[config.mk]
export PLATFORM = sky130hd
export DESIGN_NAME = adrp_add_address_resolver
export DESIGN_NICKNAME = d
export VERILOG_FILES = /design/src/hdl/adrp_pkg.sv /design/src/hdl/adrp_apb_regs.sv /design/src/hdl/adrp_in_stage.sv /design/src/hdl/adrp_resolve.sv /design/src/hdl/adrp_add_address_resolver.sv
export VERILOG_INCLUDE_DIRS = /design/src /design/src/hdl
export SDC_FILE = /design/constraint.sdc
export NUM_CORES = 1
export LEC_CHECK = 0
export BUFFER_PORTS_ARGS = -buffer_cell sky130_fd_sc_hd__buf_2
export CAP_MARGIN = 0
export CORE_ASPECT_RATIO = 1.25
export CORE_MARGIN = 4
export CORE_UTILIZATION = 40
export CTS_CLUSTER_SIZE = 12
export DETAILED_ROUTE_END_ITERATION = 10
export PLACE_DENSITY = 0.67
export RECOVER_POWER = 25
export SLEW_MARGIN = 10
export SYNTH_ARGS = -nofsm -noshare
export SYNTH_HDL_FRONTEND = slang
export SYNTH_SLANG_ARGS = --single-unit
export TNS_END_PERCENT = 20
[constraint.sdc]
create_clock -name clk -period 7.5 [get_ports clk]
set_clock_uncertainty 0.15 [all_clocks]
set_input_delay 0.75 -clock clk [delete_from_list [all_inputs] [get_ports clk]]
set_output_delay 0.75 -clock clk [all_outputs]
set_load 0.01 [all_outputs]
[src/hdl/adrp_add_address_resolver_macros.svh]
// Assertion macros shared by the address resolver RTL.
// Depends on nothing; users provide clk and rst in scope.
`ifndef ADRP_ADD_ADDRESS_RESOLVER_MACROS_SVH
`define ADRP_ADD_ADDRESS_RESOLVER_MACROS_SVH

// Same-cycle implication, checked outside reset.
`define ADRP_ASSERT_NOW(label, ante, cons) \
  label: assert property (@(posedge clk) disable iff (rst) (ante) |-> (cons)) \
    else $error("adrp assertion failed");

// Next-cycle implication, checked outside reset.
`define ADRP_ASSERT_NEXT(label, ante, cons) \
  label: assert property (@(posedge clk) disable iff (rst) (ante) |=> (cons)) \
    else $error("adrp assertion failed");

`endif

[src/hdl/adrp_pkg.sv]
// Types and constants for the ADRP/ADD address resolver.
// No dependencies; imported by every module of the block.
package adrp_pkg;

  // Input word: one instruction of the scan
  typedef struct packed {
    logic [31:0] insn_word;
    logic [63:0] insn_address;
    logic        last_in_scan;
  } adrp_in_t;

  // Output word: one result per scan
  typedef struct packed {
    logic [63:0] resolved_address;
    logic        found;
  } adrp_out_t;

  // Scan phase, one-hot
  typedef enum logic [2:0] {
    PH_SEARCHING = 3'b001,
    PH_LOOKING   = 3'b010,
    PH_DONE      = 3'b100
  } adrp_phase_t;

  // Register map
  localparam int unsigned PADDR_W = 3;
  localparam logic REG_IDX_TARGET = 1'b0;

  // Instruction decode masks and patterns
  localparam logic [31:0] ADR_CLASS_MASK = 32'h9F00_0000;
  localparam logic [31:0] ADRP_PATTERN   = 32'h9000_0000;
  localparam logic [31:0] ADR_PATTERN    = 32'h1000_0000;
  localparam logic [7:0]  ADD_IMM_OPCODE = 8'h91;

endpackage

[src/hdl/adrp_apb_regs.sv]
// APB-style configuration register file: holds the tracked register number.
// Depends on adrp_pkg.
module adrp_apb_regs import adrp_pkg::*; (
  input  logic               clk,
  input  logic               rst,
  input  logic               psel,
  input  logic               penable,
  input  logic               pwrite,
  input  logic [PADDR_W-1:0] paddr,
  input  logic [31:0]        pwdata,
  output logic [31:0]        prdata,
  output logic               pready,
  output logic [4:0]         target_register
);

  logic wr_en;

  assign pready = 1'b1;
  assign wr_en  = psel && penable && pwrite && (paddr[PADDR_W-1] == REG_IDX_TARGET);

  // Register write
  always_ff @(posedge clk) begin
    if (rst) begin
      target_register <= 5'd0;
    end else if (wr_en) begin
      target_register <= pwdata[4:0];
    end
  end

  // Read back
  always_comb begin
    if (paddr[PADDR_W-1] == REG_IDX_TARGET) begin
      prdata = {27'd0, target_register};
    end else begin
      prdata = 32'd0;
    end
  end

endmodule

[src/hdl/adrp_in_stage.sv]
// Input register stage: captures one instruction word per cycle unless stalled.
// Depends on adrp_pkg.
module adrp_in_stage import adrp_pkg::*; (
  input  logic     clk,
  input  logic     rst,
  input  logic     in_valid,
  output logic     in_stall,
  input  adrp_in_t in_data,
  input  logic     take,
  output logic     item_valid,
  output adrp_in_t item
);

  logic accept;

  // Stall only while holding a word the next stage cannot take
  assign in_stall = item_valid && !take;
  assign accept   = in_valid && !in_stall;

  always_ff @(posedge clk) begin
    if (rst) begin
      item_valid <= 1'b0;
    end else if (accept) begin
      item_valid <= 1'b1;
    end else if (take) begin
      item_valid <= 1'b0;
    end
  end

  // Payload
  always_ff @(posedge clk) begin
    if (accept) begin
      item <= in_data;
    end
  end

endmodule

[src/hdl/adrp_resolve.sv]
// Decode, scan state and result register of the address resolver.
// Depends on adrp_pkg and the assertion macro header.
`include "adrp_add_address_resolver_macros.svh"
module adrp_resolve import adrp_pkg::*; (
  input  logic       clk,
  input  logic       rst,
  input  logic [4:0] target_register,
  input  logic       item_valid,
  input  adrp_in_t   item,
  output logic       take,
  output logic       out_valid,
  input  logic       out_stall,
  output adrp_out_t  out_data
);

  adrp_phase_t phase, phase_next, phase_mid;
  logic [63:0] page_base;

  logic [31:0] w;
  logic [63:0] pc;
  logic        rd_match, rn_match;
  logic        is_adrp, is_adr, is_add;
  logic        add_hit, search_on, adrp_hit, adr_hit, hit, emit;
  logic        phase_done;
  logic [20:0] imm21;
  logic [63:0] imm_sext, add_imm;
  logic [63:0] adrp_page, adr_addr, add_addr, hit_addr;

  assign w  = item.insn_word;
  assign pc = item.insn_address;

  // Result register has room when empty or being drained
  assign take = item_valid && (!out_valid || !out_stall);

  // Field decode
  assign rd_match = (w[4:0] == target_register);
  assign rn_match = (w[9:5] == target_register);
  assign is_adrp  = ((w & ADR_CLASS_MASK) == ADRP_PATTERN);
  assign is_adr   = ((w & ADR_CLASS_MASK) == ADR_PATTERN);
  assign is_add   = (w[31:24] == ADD_IMM_OPCODE);

  // 21-bit PC-relative immediate, immhi:immlo
  assign imm21    = {w[23:5], w[30:29]};
  assign imm_sext = {{43{imm21[20]}}, imm21};
  assign add_imm  = w[22] ? {40'd0, w[21:10], 12'd0} : {52'd0, w[21:10]};

  // The three candidate addresses
  assign adrp_page = {pc[63:12], 12'd0} + {imm_sext[51:0], 12'd0};
  assign adr_addr  = pc + imm_sext;
  assign add_addr  = page_base + add_imm;

  // Match logic; a stray write to the register ends the look and is re-decoded
  always_comb begin
    phase_done = 1'b0;
    add_hit    = 1'b0;
    search_on  = 1'b0;
    case (phase)
      PH_SEARCHING: begin
        search_on = 1'b1;
      end
      PH_LOOKING: begin
        add_hit   = is_add && rn_match && rd_match;
        search_on = !add_hit && rd_match;
      end
      default: begin
        phase_done = 1'b1;
      end
    endcase
  end

  assign adrp_hit = search_on && rd_match && is_adrp;
  assign adr_hit  = search_on && rd_match && is_adr;
  assign hit      = add_hit || adr_hit;
  assign hit_addr = add_hit ? add_addr : adr_addr;
  assign emit     = hit || (item.last_in_scan && !phase_done);

  // Phase update
  always_comb begin
    if (hit) begin
      phase_mid = PH_DONE;
    end else if (adrp_hit) begin
      phase_mid = PH_LOOKING;
    end else if (search_on) begin
      phase_mid = PH_SEARCHING;
    end else begin
      phase_mid = phase;
    end
    phase_next = item.last_in_scan ? PH_SEARCHING : phase_mid;
  end

  always_ff @(posedge clk) begin
    if (rst) begin
      phase     <= PH_SEARCHING;
      page_base <= 64'd0;
    end else if (take) begin
      phase <= phase_next;
      if (adrp_hit) begin
        page_base <= adrp_page;
      end
    end
  end

  // Result register
  always_ff @(posedge clk) begin
    if (rst) begin
      out_valid <= 1'b0;
    end else if (take && emit) begin
      out_valid <= 1'b1;
    end else if (!out_stall) begin
      out_valid <= 1'b0;
    end
  end

  always_ff @(posedge clk) begin
    if (take && emit) begin
      out_data.resolved_address <= hit ? hit_addr : 64'd0;
      out_data.found            <= hit;
    end
  end

  `ADRP_ASSERT_NOW(a_notfound_zero, out_valid && !out_data.found,
                   out_data.resolved_address == 64'd0)
  `ADRP_ASSERT_NEXT(a_last_rearms, take && item.last_in_scan, phase == PH_SEARCHING)
  `ADRP_ASSERT_NEXT(a_hit_done, take && hit && !item.last_in_scan, phase == PH_DONE)
  `ADRP_ASSERT_NEXT(a_result_loaded, take && emit, out_valid && (out_data.found == $past(hit)))

endmodule

[src/hdl/adrp_add_address_resolver.sv]
// ADRP/ADD address resolver, top level.
// Channels: in_valid/in_stall/in_data carries one instruction word with its
// byte address and an end-of-scan flag; out_valid/out_stall/out_data carries
// one result word per scan (resolved_address, found). An APB-style port at
// byte address 0 holds the tracked register number (5 bits).
// Throughput: one instruction word per cycle while the output is not stalled.
// A word is captured in the input register and decoded there; its result is
// loaded into the output register when the word is taken, so out_valid follows
// the word that resolves the scan (or the last word) through both registers.
// Words that produce no result never occupy the output register.
// Reset (synchronous) clears the register number to 0, empties both stages
// and returns the scan to searching with a zero page base.
// While out_valid and out_stall are high the result word holds; one further
// word may still enter the input register, and in_stall then stays high
// (whether or not that word produces a result) until the result moves on.
// Depends on adrp_pkg, adrp_apb_regs, adrp_in_stage, adrp_resolve.
module adrp_add_address_resolver import adrp_pkg::*; (
  input  logic               clk,
  input  logic               rst,
  input  logic               in_valid,
  output logic               in_stall,
  input  adrp_in_t           in_data,
  output logic               out_valid,
  input  logic               out_stall,
  output adrp_out_t          out_data,
  input  logic               psel,
  input  logic               penable,
  input  logic               pwrite,
  input  logic [PADDR_W-1:0] paddr,
  input  logic [31:0]        pwdata,
  output logic [31:0]        prdata,
  output logic               pready
);

  logic [4:0] target_register;
  logic       item_valid;
  logic       take;
  adrp_in_t   item;

  adrp_apb_regs u_regs (
    .clk             (clk),
    .rst             (rst),
    .psel            (psel),
    .penable         (penable),
    .pwrite          (pwrite),
    .paddr           (paddr),
    .pwdata          (pwdata),
    .prdata          (prdata),
    .pready          (pready),
    .target_register (target_register)
  );

  adrp_in_stage u_in (
    .clk        (clk),
    .rst        (rst),
    .in_valid   (in_valid),
    .in_stall   (in_stall),
    .in_data    (in_data),
    .take       (take),
    .item_valid (item_valid),
    .item       (item)
  );

  adrp_resolve u_resolve (
    .clk             (clk),
    .rst             (rst),
    .target_register (target_register),
    .item_valid      (item_valid),
    .item            (item),
    .take            (take),
    .out_valid       (out_valid),
    .out_stall       (out_stall),
    .out_data        (out_data)
  );

endmodule
After elaboration in Yosys (flattened, before gate mapping)
Cells that the tools add are included.
{"block": "totals", "ff_bits": 236, "word_cells": 62, "out_inout_bits": 100, "in_bits": 139}
{"block": "classes", "mux": 13, "n_bitwise": 1, "eq_ne": 8, "n_addsub": 3, "reduce_logical": 27}
{"cell": "$add 64x64->64", "count": 3}
{"cell": "$mux 64", "count": 1}
{"cell": "$mux 24", "count": 1}
{"cell": "$logic_and 1x1->1", "count": 14}
{"cell": "$mux 3", "count": 4}
{"cell": "$eq 5x5->1", "count": 2}
{"cell": "$eq 8x8->1 const B", "count": 1}
{"cell": "$eq 6x5->1 const B", "count": 1}
{"cell": "$eq 6x6->1 const B", "count": 1}
{"cell": "$logic_not 1->1", "count": 5}
{"cell": "$mux 1", "count": 5}
{"cell": "$mux 5", "count": 1}
{"cell": "$reduce_and 2->1", "count": 2}
{"cell": "$reduce_bool 4->1", "count": 1}
{"cell": "$eq 3x1->1 const B", "count": 1}
{"cell": "$eq 3x2->1 const B", "count": 1}
{"cell": "$logic_or 1x1->1", "count": 3}
{"cell": "$ne 2x1->1 const B", "count": 1}
{"cell": "$pmux 1 s2", "count": 1}
{"cell": "$reduce_bool 2->1", "count": 1}
{"cell": "$reduce_or 2->1", "count": 1}
{"cell": "$not 1->1", "count": 1}

Logic depth before layout (Yosys ltp)
Gate-level depths: netlist of run 1.
{"block": "depth", "ltp_word": 12, "mapped_depth": 15, "mapped_depth_nobuf": 13}

Cells and area by module
A second synthesis of run 1 with hierarchy kept.
{"block": "hier_totals", "hier_cells": 1667, "hier_area_um2": 15339.7}
{"module": "adrp_resolve", "cells_per_inst": 1509, "area_per_inst_um2": 11881.4, "seq_area_each_um2": 3072.9, "n_inst": 1}
{"module": "adrp_in_stage", "cells_per_inst": 101, "area_per_inst_um2": 2962.8, "seq_area_each_um2": 2932.8, "n_inst": 1}
{"module": "adrp_apb_regs", "cells_per_inst": 57, "area_per_inst_um2": 495.5, "seq_area_each_um2": 100.1, "n_inst": 1}

Worst setup path before layout of run 1
No wires, ideal clock.
{"block": "synth_timing", "kind": "input port to flip-flop", "start": "in out_stall", "end": "reg, netlist name u_in.item[0]", "path_buffers": 0, "required_ns": 6.786, "stages": 2, "path_slack_ns": 1.506, "setup_ns": 0.564, "arrival_ns": 5.279, "path_cell_list": "and3_1 nor2b_1"}
{"block": "synth_between", "elab_chain_len": 7}
{"item": "start: declaration", "line": "adrp_add_address_resolver.sv:24", "source": "input logic out_stall,"}
{"item": "$logic_not 1->1", "line": "adrp_resolve.sv:33", "source": "assign take = item_valid && (!out_valid || !out_stall);"}
{"item": "$logic_or 1x1->1", "line": "adrp_resolve.sv:33"}
{"item": "$logic_and 1x1->1", "line": "adrp_resolve.sv:33"}
{"item": "$logic_not 1->1", "line": "adrp_in_stage.sv:17", "source": "assign in_stall = item_valid && !take;"}
{"item": "$logic_and 1x1->1", "line": "adrp_in_stage.sv:17"}
{"item": "$logic_not 1->1", "line": "adrp_in_stage.sv:18", "source": "assign accept = in_valid && !in_stall;"}
{"item": "$logic_and 1x1->1", "line": "adrp_in_stage.sv:18"}
{"item": "named net u_in.accept", "line": "adrp_in_stage.sv:14", "source": "logic accept;"}
The timed path passes the listed nets, and every way through them passes these cells.
A chain may end at the register's enable or synchronous reset.

Worst setup path in the final report of run 1
{"block": "layout_timing", "start": "reg, netlist name u_in.item[87]", "end": "reg, netlist name u_resolve.out_data[50]"}
{"block": "layout_between", "elab_chain_len": 3, "elab_cells_between_ends": 4, "cone_classes": "add/sub: 2; mux: 2"}
{"item": "$mux 24", "line": "adrp_resolve.sv:45", "source": "assign add_imm = w[22] ? {40'd0, w[21:10], 12'd0} : {52'd0, w[21:10]};"}
{"item": "$add 64x64->64", "line": "adrp_resolve.sv:50", "source": "assign add_addr = page_base + add_imm;"}
{"item": "$mux 64 (*)", "line": "adrp_resolve.sv:74", "source": "assign hit_addr = add_hit ? add_addr : adr_addr;"}
Mark *: on every way between the ends. The rest lies on a longest branch, timed or not.

==> flow_summary.json, run 1 <==
{
  "status": "finished, violations left",
  "violations": "capacitance limit, slew limit",
  "dp_hpwl_um": 37630,
  "rows": 79,
  "clockRootBuffer": "clkbuf_16",
  "rr_worst_depth": 10,
  "yosysMostFrequentCell": "edfxtp_1",
  "clk_latency_ns": 0.56,
  "area_growth_pct": 13.44,
  "slowest_stage": "a2111oi_2",
  "avgViaCountPerCell": 5.861,
  "dieArea_mm2": 0.04147,
  "start_util": 0.4084,
  "max_freq_mhz": 228.5,
  "synth.distinct_cells": 76,
  "cts_tree": "yes",
  "min_path_cells": 1,
  "end_kind": "flip-flop",
  "min_path_type": "primary input to flip-flop",
  "cpMostUsedCell": "o21ai_0",
  "synthCells": 1656,
  "max-slew-margin-rel": -0.6164,
  "synthArstFlopShare": 0,
  "drc": 0,
  "nets": 2030,
  "grt_pass1_vias": 12860,
  "yosysTopAreaCell": "edfxtp_1",
  "ir_drop_uv": 179.4,
  "synth-edff-count": 162,
  "syn_avg_cell_area_um2": 9.240,
  "ys.flop_type": "edfxtp_1",
  "tightest_slew_ns": 2.420,
  "netlist_top_cells_count": "162 x edfxtp_1, 154 x a21oi_1, 149 x nand2_1",
  "syn-cell-area_mm2": 0.01530,
  "rsz0062_at_grt": "no",
  "fin_crit_ns": 4.376,
  "synth_area_leaders": "edfxtp_1 32%, dfxtp_1 8.1%, ha_1 7.8%",
  "cts_hold_buf": 0,
  "cp_cell_sequence": "ha_1, nand2_1, nor4_1, o21a_1, o21ai_0, a2111oi_2, o21ai_0, o31ai_1, xnor2_1, o22ai_1",
  "dieWidth_um": 182.9,
  "max_stage_delay_ns": 0.68,
  "cp-start-kind": "flip-flop",
  "ys_warn_count": 0,
  "grt_overflow_total": 0,
  "ys_seq_area_frac": 0.3991,
  "synth_top_area_frac": 0.3179,
  "drt_wl_total_um": 48920,
  "grt_max_degree": 71,
  "wl_per_cell_um": 21.27,
  "drt_iter0_drc": 1150,
  "crit_arrival_ns": 4.48,
  "cap_violations": 1,
  "grt_pass1_wl_um": 73390,
  "p_leak_nw": 6.723,
  "ant_nets": 0,
  "cts_resized": 0,
  "ios": 239,
  "cts_setup_buffers": 0,
  "path_max_fanout": 15,
  "fin_tns_setup_ns": 0,
  "drive_above_1_share": 0.1384,
  "htree_levels": 1,
  "slew_violations": 29,
  "num_vias": 13480,
  "die_h_um": 226.7,
  "drt_first_pass_iters": 5,
  "gp_congestion": 0.9670,
  "ys_ff_latch": 224,
  "hold_viol_final": 0,
  "p_per_area_mw_per_mm2": 193.4,
  "cts_max_path_buffers": 3,
  "coreArea_mm2": 0.03746,
  "cts_made_buffers": 26,
  "critPathKind": "flip-flop to flip-flop",
  "total_power_mw": 3.357,
  "antenna_found_initial": 8,
  "port-buffer-count": 181,
  "worst_ep_required_time_ns": 7.60,
  "grt_usage": 0.2254,
  "path_clk_slew_ns": 0.06,
  "setup_viol": 0,
  "clock_sinks": 224,
  "post-route-period-util": 0.5835
}
==> metal layers <==
| metal | share of wire | global-route usage | wire length (um) |
|---|---|---|---|
| met1 | 0.41 | 0.2847 | 20040 |
| met2 | 0.47 | 0.3880 | 23160 |
| met3 | 0.080 | 0.04300 | 3912 |
| met4 | 0.035 | 0.07644 | 1707 |
| met5 | 0.0019 | 0 | 95 |
==> power breakdown <==
part           leakage (nW)  total (mW)  switching (mW)  internal (mW)
Sequential             1.98        1.41          0.0324           1.37
Combinational          4.32       0.679           0.432          0.247
Clock                 0.421        1.27           0.515          0.757
==> critical path, delay by kind of cell, from the launching register on <==
kind	cells	cell delay, ns
adder cells (fa/ha/maj)	1	0.52
XOR/XNOR	1	0.15
flip-flops	1	0.66
AND/OR/NAND/NOR	2	0.53
AO/OA/AOI/OAI	6	2.06
==> logic make-up (layout without fill, tap and decap cells) <==
| logic type | after synthesis | after routing | synth area share |
|---|---|---|---|
| buf+inv | 152 | 283 | 0.04465 |
| other cells | 2 | 29 | 0.0004908 |
| flops | 224 | 224 | 0.3991 |
| xor+xnor | 137 | 137 | 0.07842 |
| compound gates | 527 | 527 | 0.2221 |
| mux | 7 | 7 | 0.004579 |
| simple gates | 509 | 509 | 0.1691 |
| fa+ha+maj | 98 | 98 | 0.08161 |
==> metrics by stage <==
stage	hold slack, ns	instances	instance area (um^2)	setup WS (ns)	util
4_1_cts	0.1863	2299	17370	3.189	0.4636
3_3_place_gp	0.2936	2251	16510	3.212	0.4408
2_1_floorplan	0.2819	1682	15400	1.506	-
3_5_place_dp	0.3011	2251	16510	3.207	0.4408
6_report	0.2151	2300	17360	3.124	0.4633
5_1_grt	0.1908	2299	17360	2.946	0.4633
==> sequential cells by signal, indices dropped and copies added, names as in the netlist <==
register	cells
u_in.item_valid	1
u_resolve.out_data	65
u_regs.target_register	5
u_resolve.page_base	52
u_resolve.out_valid	1
u_in.item	97
u_resolve.phase	3
==> path summary, 6_finish.rpt <==
path	start	endpoint	slack (ns)
worst max-delay path	u_in.item[87]	u_resolve.out_data[50]	3.12
worst min-delay path	in_data[8]	u_in.item[8]	0.22
worst max register to register	u_in.item[87]	u_resolve.out_data[50]	3.12
worst min register to register	u_resolve.page_base[38]	u_resolve.page_base[38]	0.30
==> cells in the final DEF (no fill, tap or decap), drive strengths merged, types with 22 or more instances in the layout <==
cell type	netlist	routed
a21o	63	63
a21oi	154	154
and2	26	26
and3	23	23
buf	43	190
clkbuf	66	39
conb	2	28
dfxtp	62	62
edfxtp	162	162
ha	95	95
inv	43	44
nand2	150	150
nand3	46	46
nand4	39	39
nor2	90	90
nor3	32	32
o21a	22	22
o21ai	109	109
o22ai	36	36
xnor2	71	71
xor2	66	66
==> final cells by class <==
| type | instances | area, um^2 |
|---|---|---|
| clock buffer | 37 | 743.2 |
| clock inverter | 11 | 110.1 |
| fill | 3590 | 20100 |
| tap | 486 | 608.1 |
| antenna | 1 | 2.502 |
| multi-input combinational | 1306 | 8642 |
| timing repair buffer | 192 | 984.7 |
| sequential | 224 | 6106 |
| inverter | 43 | 161.4 |
Power figures use the tool's default switching activity.
==> inputs of run 2 (changes only) <==
--- a/config.mk
+++ b/config.mk
@@ -13,7 +13,7 @@
 export CORE_UTILIZATION = 40
 export CTS_CLUSTER_SIZE = 12
 export DETAILED_ROUTE_END_ITERATION = 10
-export PLACE_DENSITY = 0.67
+export PLACE_DENSITY = 0.69
 export RECOVER_POWER = 25
 export SLEW_MARGIN = 10
 export SYNTH_ARGS = -nofsm -noshare
==> constraint.sdc (replaced) <==
create_clock -name clk -period 3.7 [get_ports clk]
set_clock_uncertainty 0.15 [all_clocks]
set_input_delay 0.37 -clock clk [delete_from_list [all_inputs] [get_ports clk]]
set_output_delay 0.37 -clock clk [all_outputs]
set_load 0.01 [all_outputs]
==> run 2 against run 1 <==
Net effect:
- largest cell class unchanged
- core utilization is 6.5 points higher
- clock power is 100% higher
- the run now ends clean
- maximum frequency is 21% higher
- routed wire length is 7.9% higher
- hold slack better by 0.066 ns
- design area is 14% higher
- sequential cell count stayed put
- final cell count is 11% higher
- first-iteration DRC count is 13% lower
- critical path type unchanged
- highest routed layer is now met4
==> flow_summary.json, run 2 (synthesized netlist as in run 1, its figures left out) <==
{
  "drive_above_1_share": 0.1954,
  "die_h_um": 226.7,
  "post-route-period-util": 0.9752,
  "grt_max_degree": 49,
  "grt_usage": 0.2465,
  "min_path_type": "primary input to flip-flop",
  "setup_ws_ns": 0.09164,
  "ant_nets": 0,
  "drt_iter0_drc": 1002,
  "worst_ep_required_time_ns": 4.04,
  "slew_violations": 0,
  "clock_sinks": 224,
  "max-slew-margin-rel": 0.4328,
  "fin_crit_ns": 3.608,
  "hold_viol_final": 0,
  "crit_arrival_ns": 3.95,
  "cts_made_buffers": 25,
  "grt_overflow_total": 0,
  "drt_first_pass_iters": 6,
  "path_max_fanout": 4,
  "status": "finished, final reports clean",
  "wl_per_cell_um": 20.63,
  "ir_drop_uv": 375.6,
  "slowest_stage": "edfxtp_1",
  "top_layer_used": "met4",
  "ios": 239,
  "tightest_slew_ns": 0.8508,
  "post-place-ws_ns": -0.03865,
  "rrSetupSlack_ns": 0.09,
  "antenna_found_initial": 2,
  "cts_max_path_buffers": 3,
  "htree_levels": 1,
  "drc": 0,
  "largest_reg_flops": 97,
  "dpl_cell_area_mm2": 0.01776,
  "grt_pass1_wl_um": 80710,
  "max_stage_delay_ns": 0.53,
  "area_growth_pct": 29.40,
  "path_clk_slew_ns": 0.07,
  "wl_met1_um": 21060,
  "dieArea_mm2": 0.04147,
  "cp_cell_sequence": "buf_4, ha_1, and2_1, o21a_1, nand4_1, a21oi_1, a21oi_1, o31ai_2, buf_4, a21oi_1, or4_1, nand3_1",
  "dp_hpwl_um": 39750,
  "num_vias": 14560,
  "whs_ns": 0.2808,
  "final_cell_mix": "162 x edfxtp_1, 161 x buf_2, 154 x a21oi_1, 154 x buf_4, 149 x nand2_1",
  "clockRootBuffer": "clkbuf_16",
  "gp_congestion": 1.013,
  "rows": 79,
  "start_util": 0.4084,
  "final_cells": 2558,
  "dp.cells": 2403,
  "post-route-util": 0.5285,
  "postLayoutCellArea_mm2": 0.01980,
  "cap_violations": 0,
  "biggestRegsByFlops": "u_in.item (97), u_resolve.out_data (65), u_resolve.page_base (52)",
  "dieWidth_um": 182.9,
  "p_per_area_mw_per_mm2": 360.0,
  "port-buffer-count": 181,
  "grt_pass1_vias": 14700,
  "critPathKind": "flip-flop to flip-flop",
  "avgViaCountPerCell": 5.690,
  "cts_tree": "yes",
  "p_leak_nw": 7.940,
  "fin_tns_setup_ns": 0,
  "wl_met2_um": 25130,
  "final_common_cell": "edfxtp_1",
  "setup_viol": 0,
  "coreArea_mm2": 0.03746,
  "max_freq_mhz": 277.1,
  "end_kind": "flip-flop",
  "cp-start-kind": "flip-flop",
  "clk_latency_ns": 0.55,
  "total_power_mw": 7.128,
  "nets": 2287,
  "n_fill_cell": 3372,
  "drt_wl_total_um": 52770,
  "wl_met3_um": 3898,
  "registers.top_by_ff_count": "u_in.item",
  "cpMostUsedCell": "a21oi_1"
}
-- run 2: cell types whose count changed in the layout (fill, tap and decap cells not counted), sizes merged --
| cell | before | now |
|---|---|---|
| buf | 190 | 326 |
| clkbuf | 39 | 58 |
| clkinv | 7 | 5 |
| clkinvlp | 1 | 0 |
| diode | 1 | 4 |
| dlygate4sd3 | 0 | 104 |
| inv | 44 | 43 |
-- run 2: report_power, final --
part	switching, mW	leakage, nW	internal (mW)	total [mW]
Clock	1.04	0.414	1.55	2.58
Sequential	0.0525	1.98	2.78	2.84
Combinational	0.974	5.54	0.734	1.71
Total	2.06	7.94	5.06	7.13
-- run 2: per-layer routing --
layer / global-route usage / up-vias
li1: - / 6932
met1: 0.3066 / 6822
met2: 0.4227 / 651
met3: 0.03931 / 151
met4: 0.1094 / 0
met5: 0 / -
-- run 2: repair_timing --
item / 4_1_cts / 5_1_grt
endpoints found under the hold margin: 104 / 0
setup endpoints to repair: 2 / 35
hold buffers: 104 / 0
gates resized for setup: 2 / 33
gates cloned: 0 / 0
buffers inserted: 0 / 2
pin swaps: 0 / 10
-- run 2: cell type report --
cell class	instances	area [um^2]	share of cell area
repair buffers	450	3289	0.1661
inverters	43	161.4	0.008152
flip-flops and latches	224	6106	0.3084
diodes	4	10.01	0.0005056
multi-input cells	1306	8782	0.4436
clock inverters	7	83.83	0.004234
clock buffers	38	758.2	0.03830
well taps	486	608.1	0.03071
-- run 2: path summary, 6_finish.rpt --
path,from,to,depth (start not counted)
min,rst,u_resolve.out_valid,2
max reg2reg,u_in.item[75],u_resolve.page_base[46],12
max,u_in.item[75],u_resolve.page_base[46],12
min reg2reg,u_resolve.page_base[38],u_resolve.page_base[38],2
-- run 2: critical path, delay by kind of cell, from the launching register on --
kind	cells	cell delay, ns
AOI/OAI and AO/OA	5	1.26
and+or+nand+nor	4	0.87
DFF	1	0.53
buffers and inverters	2	0.41
adders and majority gates	1	0.33
==> inputs of run 3 (changes only) <==
--- a/config.mk
+++ b/config.mk
@@ -7,13 +7,13 @@
 export NUM_CORES = 1
 export LEC_CHECK = 0
 export BUFFER_PORTS_ARGS = -buffer_cell sky130_fd_sc_hd__buf_2
-export CAP_MARGIN = 0
+export CAP_MARGIN = 20
 export CORE_ASPECT_RATIO = 1.25
 export CORE_MARGIN = 4
-export CORE_UTILIZATION = 40
+export CORE_UTILIZATION = 53
 export CTS_CLUSTER_SIZE = 12
 export DETAILED_ROUTE_END_ITERATION = 10
-export PLACE_DENSITY = 0.69
+export PLACE_DENSITY = 0.85
 export RECOVER_POWER = 25
 export SLEW_MARGIN = 10
 export SYNTH_ARGS = -nofsm -noshare
==> run 3 against run 2 <==
Net effect:
- the run now ends with setup timing left
- routed wire length is 12% higher
- combinational power up 6%
- critical path type unchanged
- critical endpoint is now u_resolve.out_data[54]
- via count up 7.3%
==> flow_summary.json, run 3 (synthesized netlist as in run 1, its figures left out) <==
{
  "min_path_type": "primary input to flip-flop",
  "postLayoutCellArea_mm2": 0.01972,
  "multi_input_area_mm2": 0.008802,
  "total_power_mw": 7.103,
  "end_kind": "flip-flop",
  "grt_usage": 0.3467,
  "cap_violations": 0,
  "worst-path-buf-inv": 2,
  "setup_viol": 9,
  "drt_wl_total_um": 59060,
  "nets": 2322,
  "drt_first_pass_iters": 7,
  "ios": 239,
  "setup_ws_ns": -0.1498,
  "ir_drop_uv": 538.9,
  "start_util": 0.5371,
  "rr_worst_depth": 12,
  "htree_levels": 1,
  "grt_overflow_total": 0,
  "cts_max_path_buffers": 3,
  "clk_latency_ns": 0.56,
  "drive_above_1_share": 0.2049,
  "max_freq_mhz": 259.8,
  "final_common_cell": "buf_4",
  "ff_latch_area_mm2": 0.006106,
  "biggestRegsByFlops": "u_in.item (97), u_resolve.out_data (65), u_resolve.page_base (52)",
  "num_vias": 15610,
  "dp_hpwl_um": 40530,
  "status": "finished, violations left",
  "fin_tns_setup_ns": -0.9309,
  "crit_arrival_ns": 4.01,
  "cts_tree": "yes",
  "worst_ep_required_time_ns": 3.86,
  "final_cell_mix": "197 x buf_4, 162 x edfxtp_1, 149 x nand2_1, 149 x a21oi_1, 149 x buf_2",
  "critical-path-top-delay-family": "compound AO/OA/AOI/OAI gates",
  "grt_pass1_wl_um": 86060,
  "tightest_slew_ns": 0.8338,
  "cpMostUsedCell": "buf_4",
  "path_max_fanout": 5,
  "clockRootBuffer": "clkbuf_16",
  "largest_reg_flops": 97,
  "dieArea_mm2": 0.03167,
  "grt_pass1_vias": 15260,
  "dp.cells": 2297,
  "cp-start-kind": "flip-flop",
  "p_leak_nw": 7.998,
  "rows": 69,
  "min_to": "u_resolve.page_base[60]",
  "wl_per_cell_um": 24.03,
  "grt_max_degree": 59,
  "rsz0062_at_grt": "yes",
  "slew_violations": 0,
  "drt_iter0_drc": 1744,
  "drc": 0,
  "p_per_area_mw_per_mm2": 360.1,
  "slowest_stage": "edfxtp_1",
  "cp_cell_sequence": "ha_1, nand2_1, o21ai_0, a21o_1, o21ai_2, a2111oi_2, buf_4, o211ai_1, a21boi_0, buf_4, nor3_1, o32ai_1",
  "path_clk_slew_ns": 0.07,
  "antenna_found_initial": 1,
  "dieWidth_um": 160.0,
  "max-slew-margin-rel": 0.4383,
  "max_stage_delay_ns": 0.54,
  "hold_viol_final": 0,
  "coreArea_mm2": 0.02849,
  "critPathKind": "flip-flop to flip-flop",
  "antenna_cells": 0,
  "final_cells": 2458,
  "min_path_cells": 3,
  "registers.top_by_ff_count": "u_in.item",
  "post-route-period-util": 1.040,
  "gp_congestion": 1.018,
  "cts_made_buffers": 24,
  "hp-start": "rst",
  "avgViaCountPerCell": 6.352,
  "fin_crit_ns": 3.850,
  "dpl_cell_area_mm2": 0.01770,
  "die_h_um": 198.0,
  "rrSetupSlack_ns": -0.15,
  "clock_sinks": 224,
  "port-buffer-count": 181,
  "violations": "setup timing",
  "ant_nets": 0,
  "area_growth_pct": 28.91,
  "n_fill_cell": 2185,
  "timing.rr.start": "u_in.item[75]",
  "r2r_end": "u_resolve.out_data[54]"
}
run 3: changes by cell type in the layout (fill, tap and decap cells not counted), moves of 3 or more:
cell / change
a21oi_1: -5
a21oi_2: +5
buf_12: -7
buf_2: -12
buf_4: +43
clkbuf_1: +15
clkbuf_16: -3
diode_2: -4
ha_2: -4
run 3: worst max-delay path by stage:
stage / from / to / slack, ns / cells past startpoint
3_5_place_dp: u_in.item[1] / u_resolve.out_data[63] / -0.09 / 12
4_1_cts: u_in.item[94] / u_resolve.out_data[43] / -0.006 / 12
2_1_floorplan: out_stall / u_in.item[0] / -0.03 / 2
3_3_place_gp: u_in.item[94] / u_resolve.out_data[63] / -0.05 / 12
5_1_grt: u_in.item[75] / u_resolve.out_data[50] / -0.16 / 12
6_report: u_in.item[75] / u_resolve.out_data[54] / -0.15 / 12
run 3: cell type report:
| cell class | instances | share of cell area |
|---|---|---|
| multi-input combinational | 1306 | 0.4463 |
| sequential | 224 | 0.3096 |
| timing repair buffer | 486 | 0.1753 |
| clock buffer | 38 | 0.03521 |
| tap | 355 | 0.02252 |
| inverter | 43 | 0.008183 |
| clock inverter | 6 | 0.002981 |
run 3: what timing repair did:
item / 4_1_cts / 5_1_grt
cloned: 0 / 0
endpoints found under the setup margin: 10 / 40
setup buffers: 0 / 12
hold buffers: 104 / 0
hold endpoints to repair: 104 / 0
resized for setup: 4 / 35
pin swaps: 2 / 8
run 3: per-stage QoR:
step	hold slack, ns	worst slack, ns	utilization
finish	0.1606	-0.1498	0.6923
global route	0.1952	-0.1598	0.6923
CTS	0.2844	-0.006087	0.6847
detailed placement	0.2998	-0.08964	0.6211
global placement	0.2945	-0.05113	0.6211
floorplan	0.2819	-0.03320	-
run 3: where the power goes:
part	switching [mW]	internal, mW	leakage [nW]
combinational	1.05	0.764	5.66
clock	1.09	1.36	0.359
sequential	0.0647	2.78	1.98
total	2.20	4.90	8.00
run 3: metal layers:
layer,GRT usage,part of all wire,up-vias
li1,-,-,6989
met1,0.4383,0.38,7300
met2,0.5857,0.46,1079
met3,0.05517,0.098,246
met4,0.1629,0.059,0
met5,0,0,-
run 3: tightest hold or removal path, delay by kind of cell:
family / cells / cell delay (ns)
buffers and inverters: 1 / 0.20
AO/OA/AOI/OAI: 1 / 0.06
AND/OR/NAND/NOR: 1 / 0.19
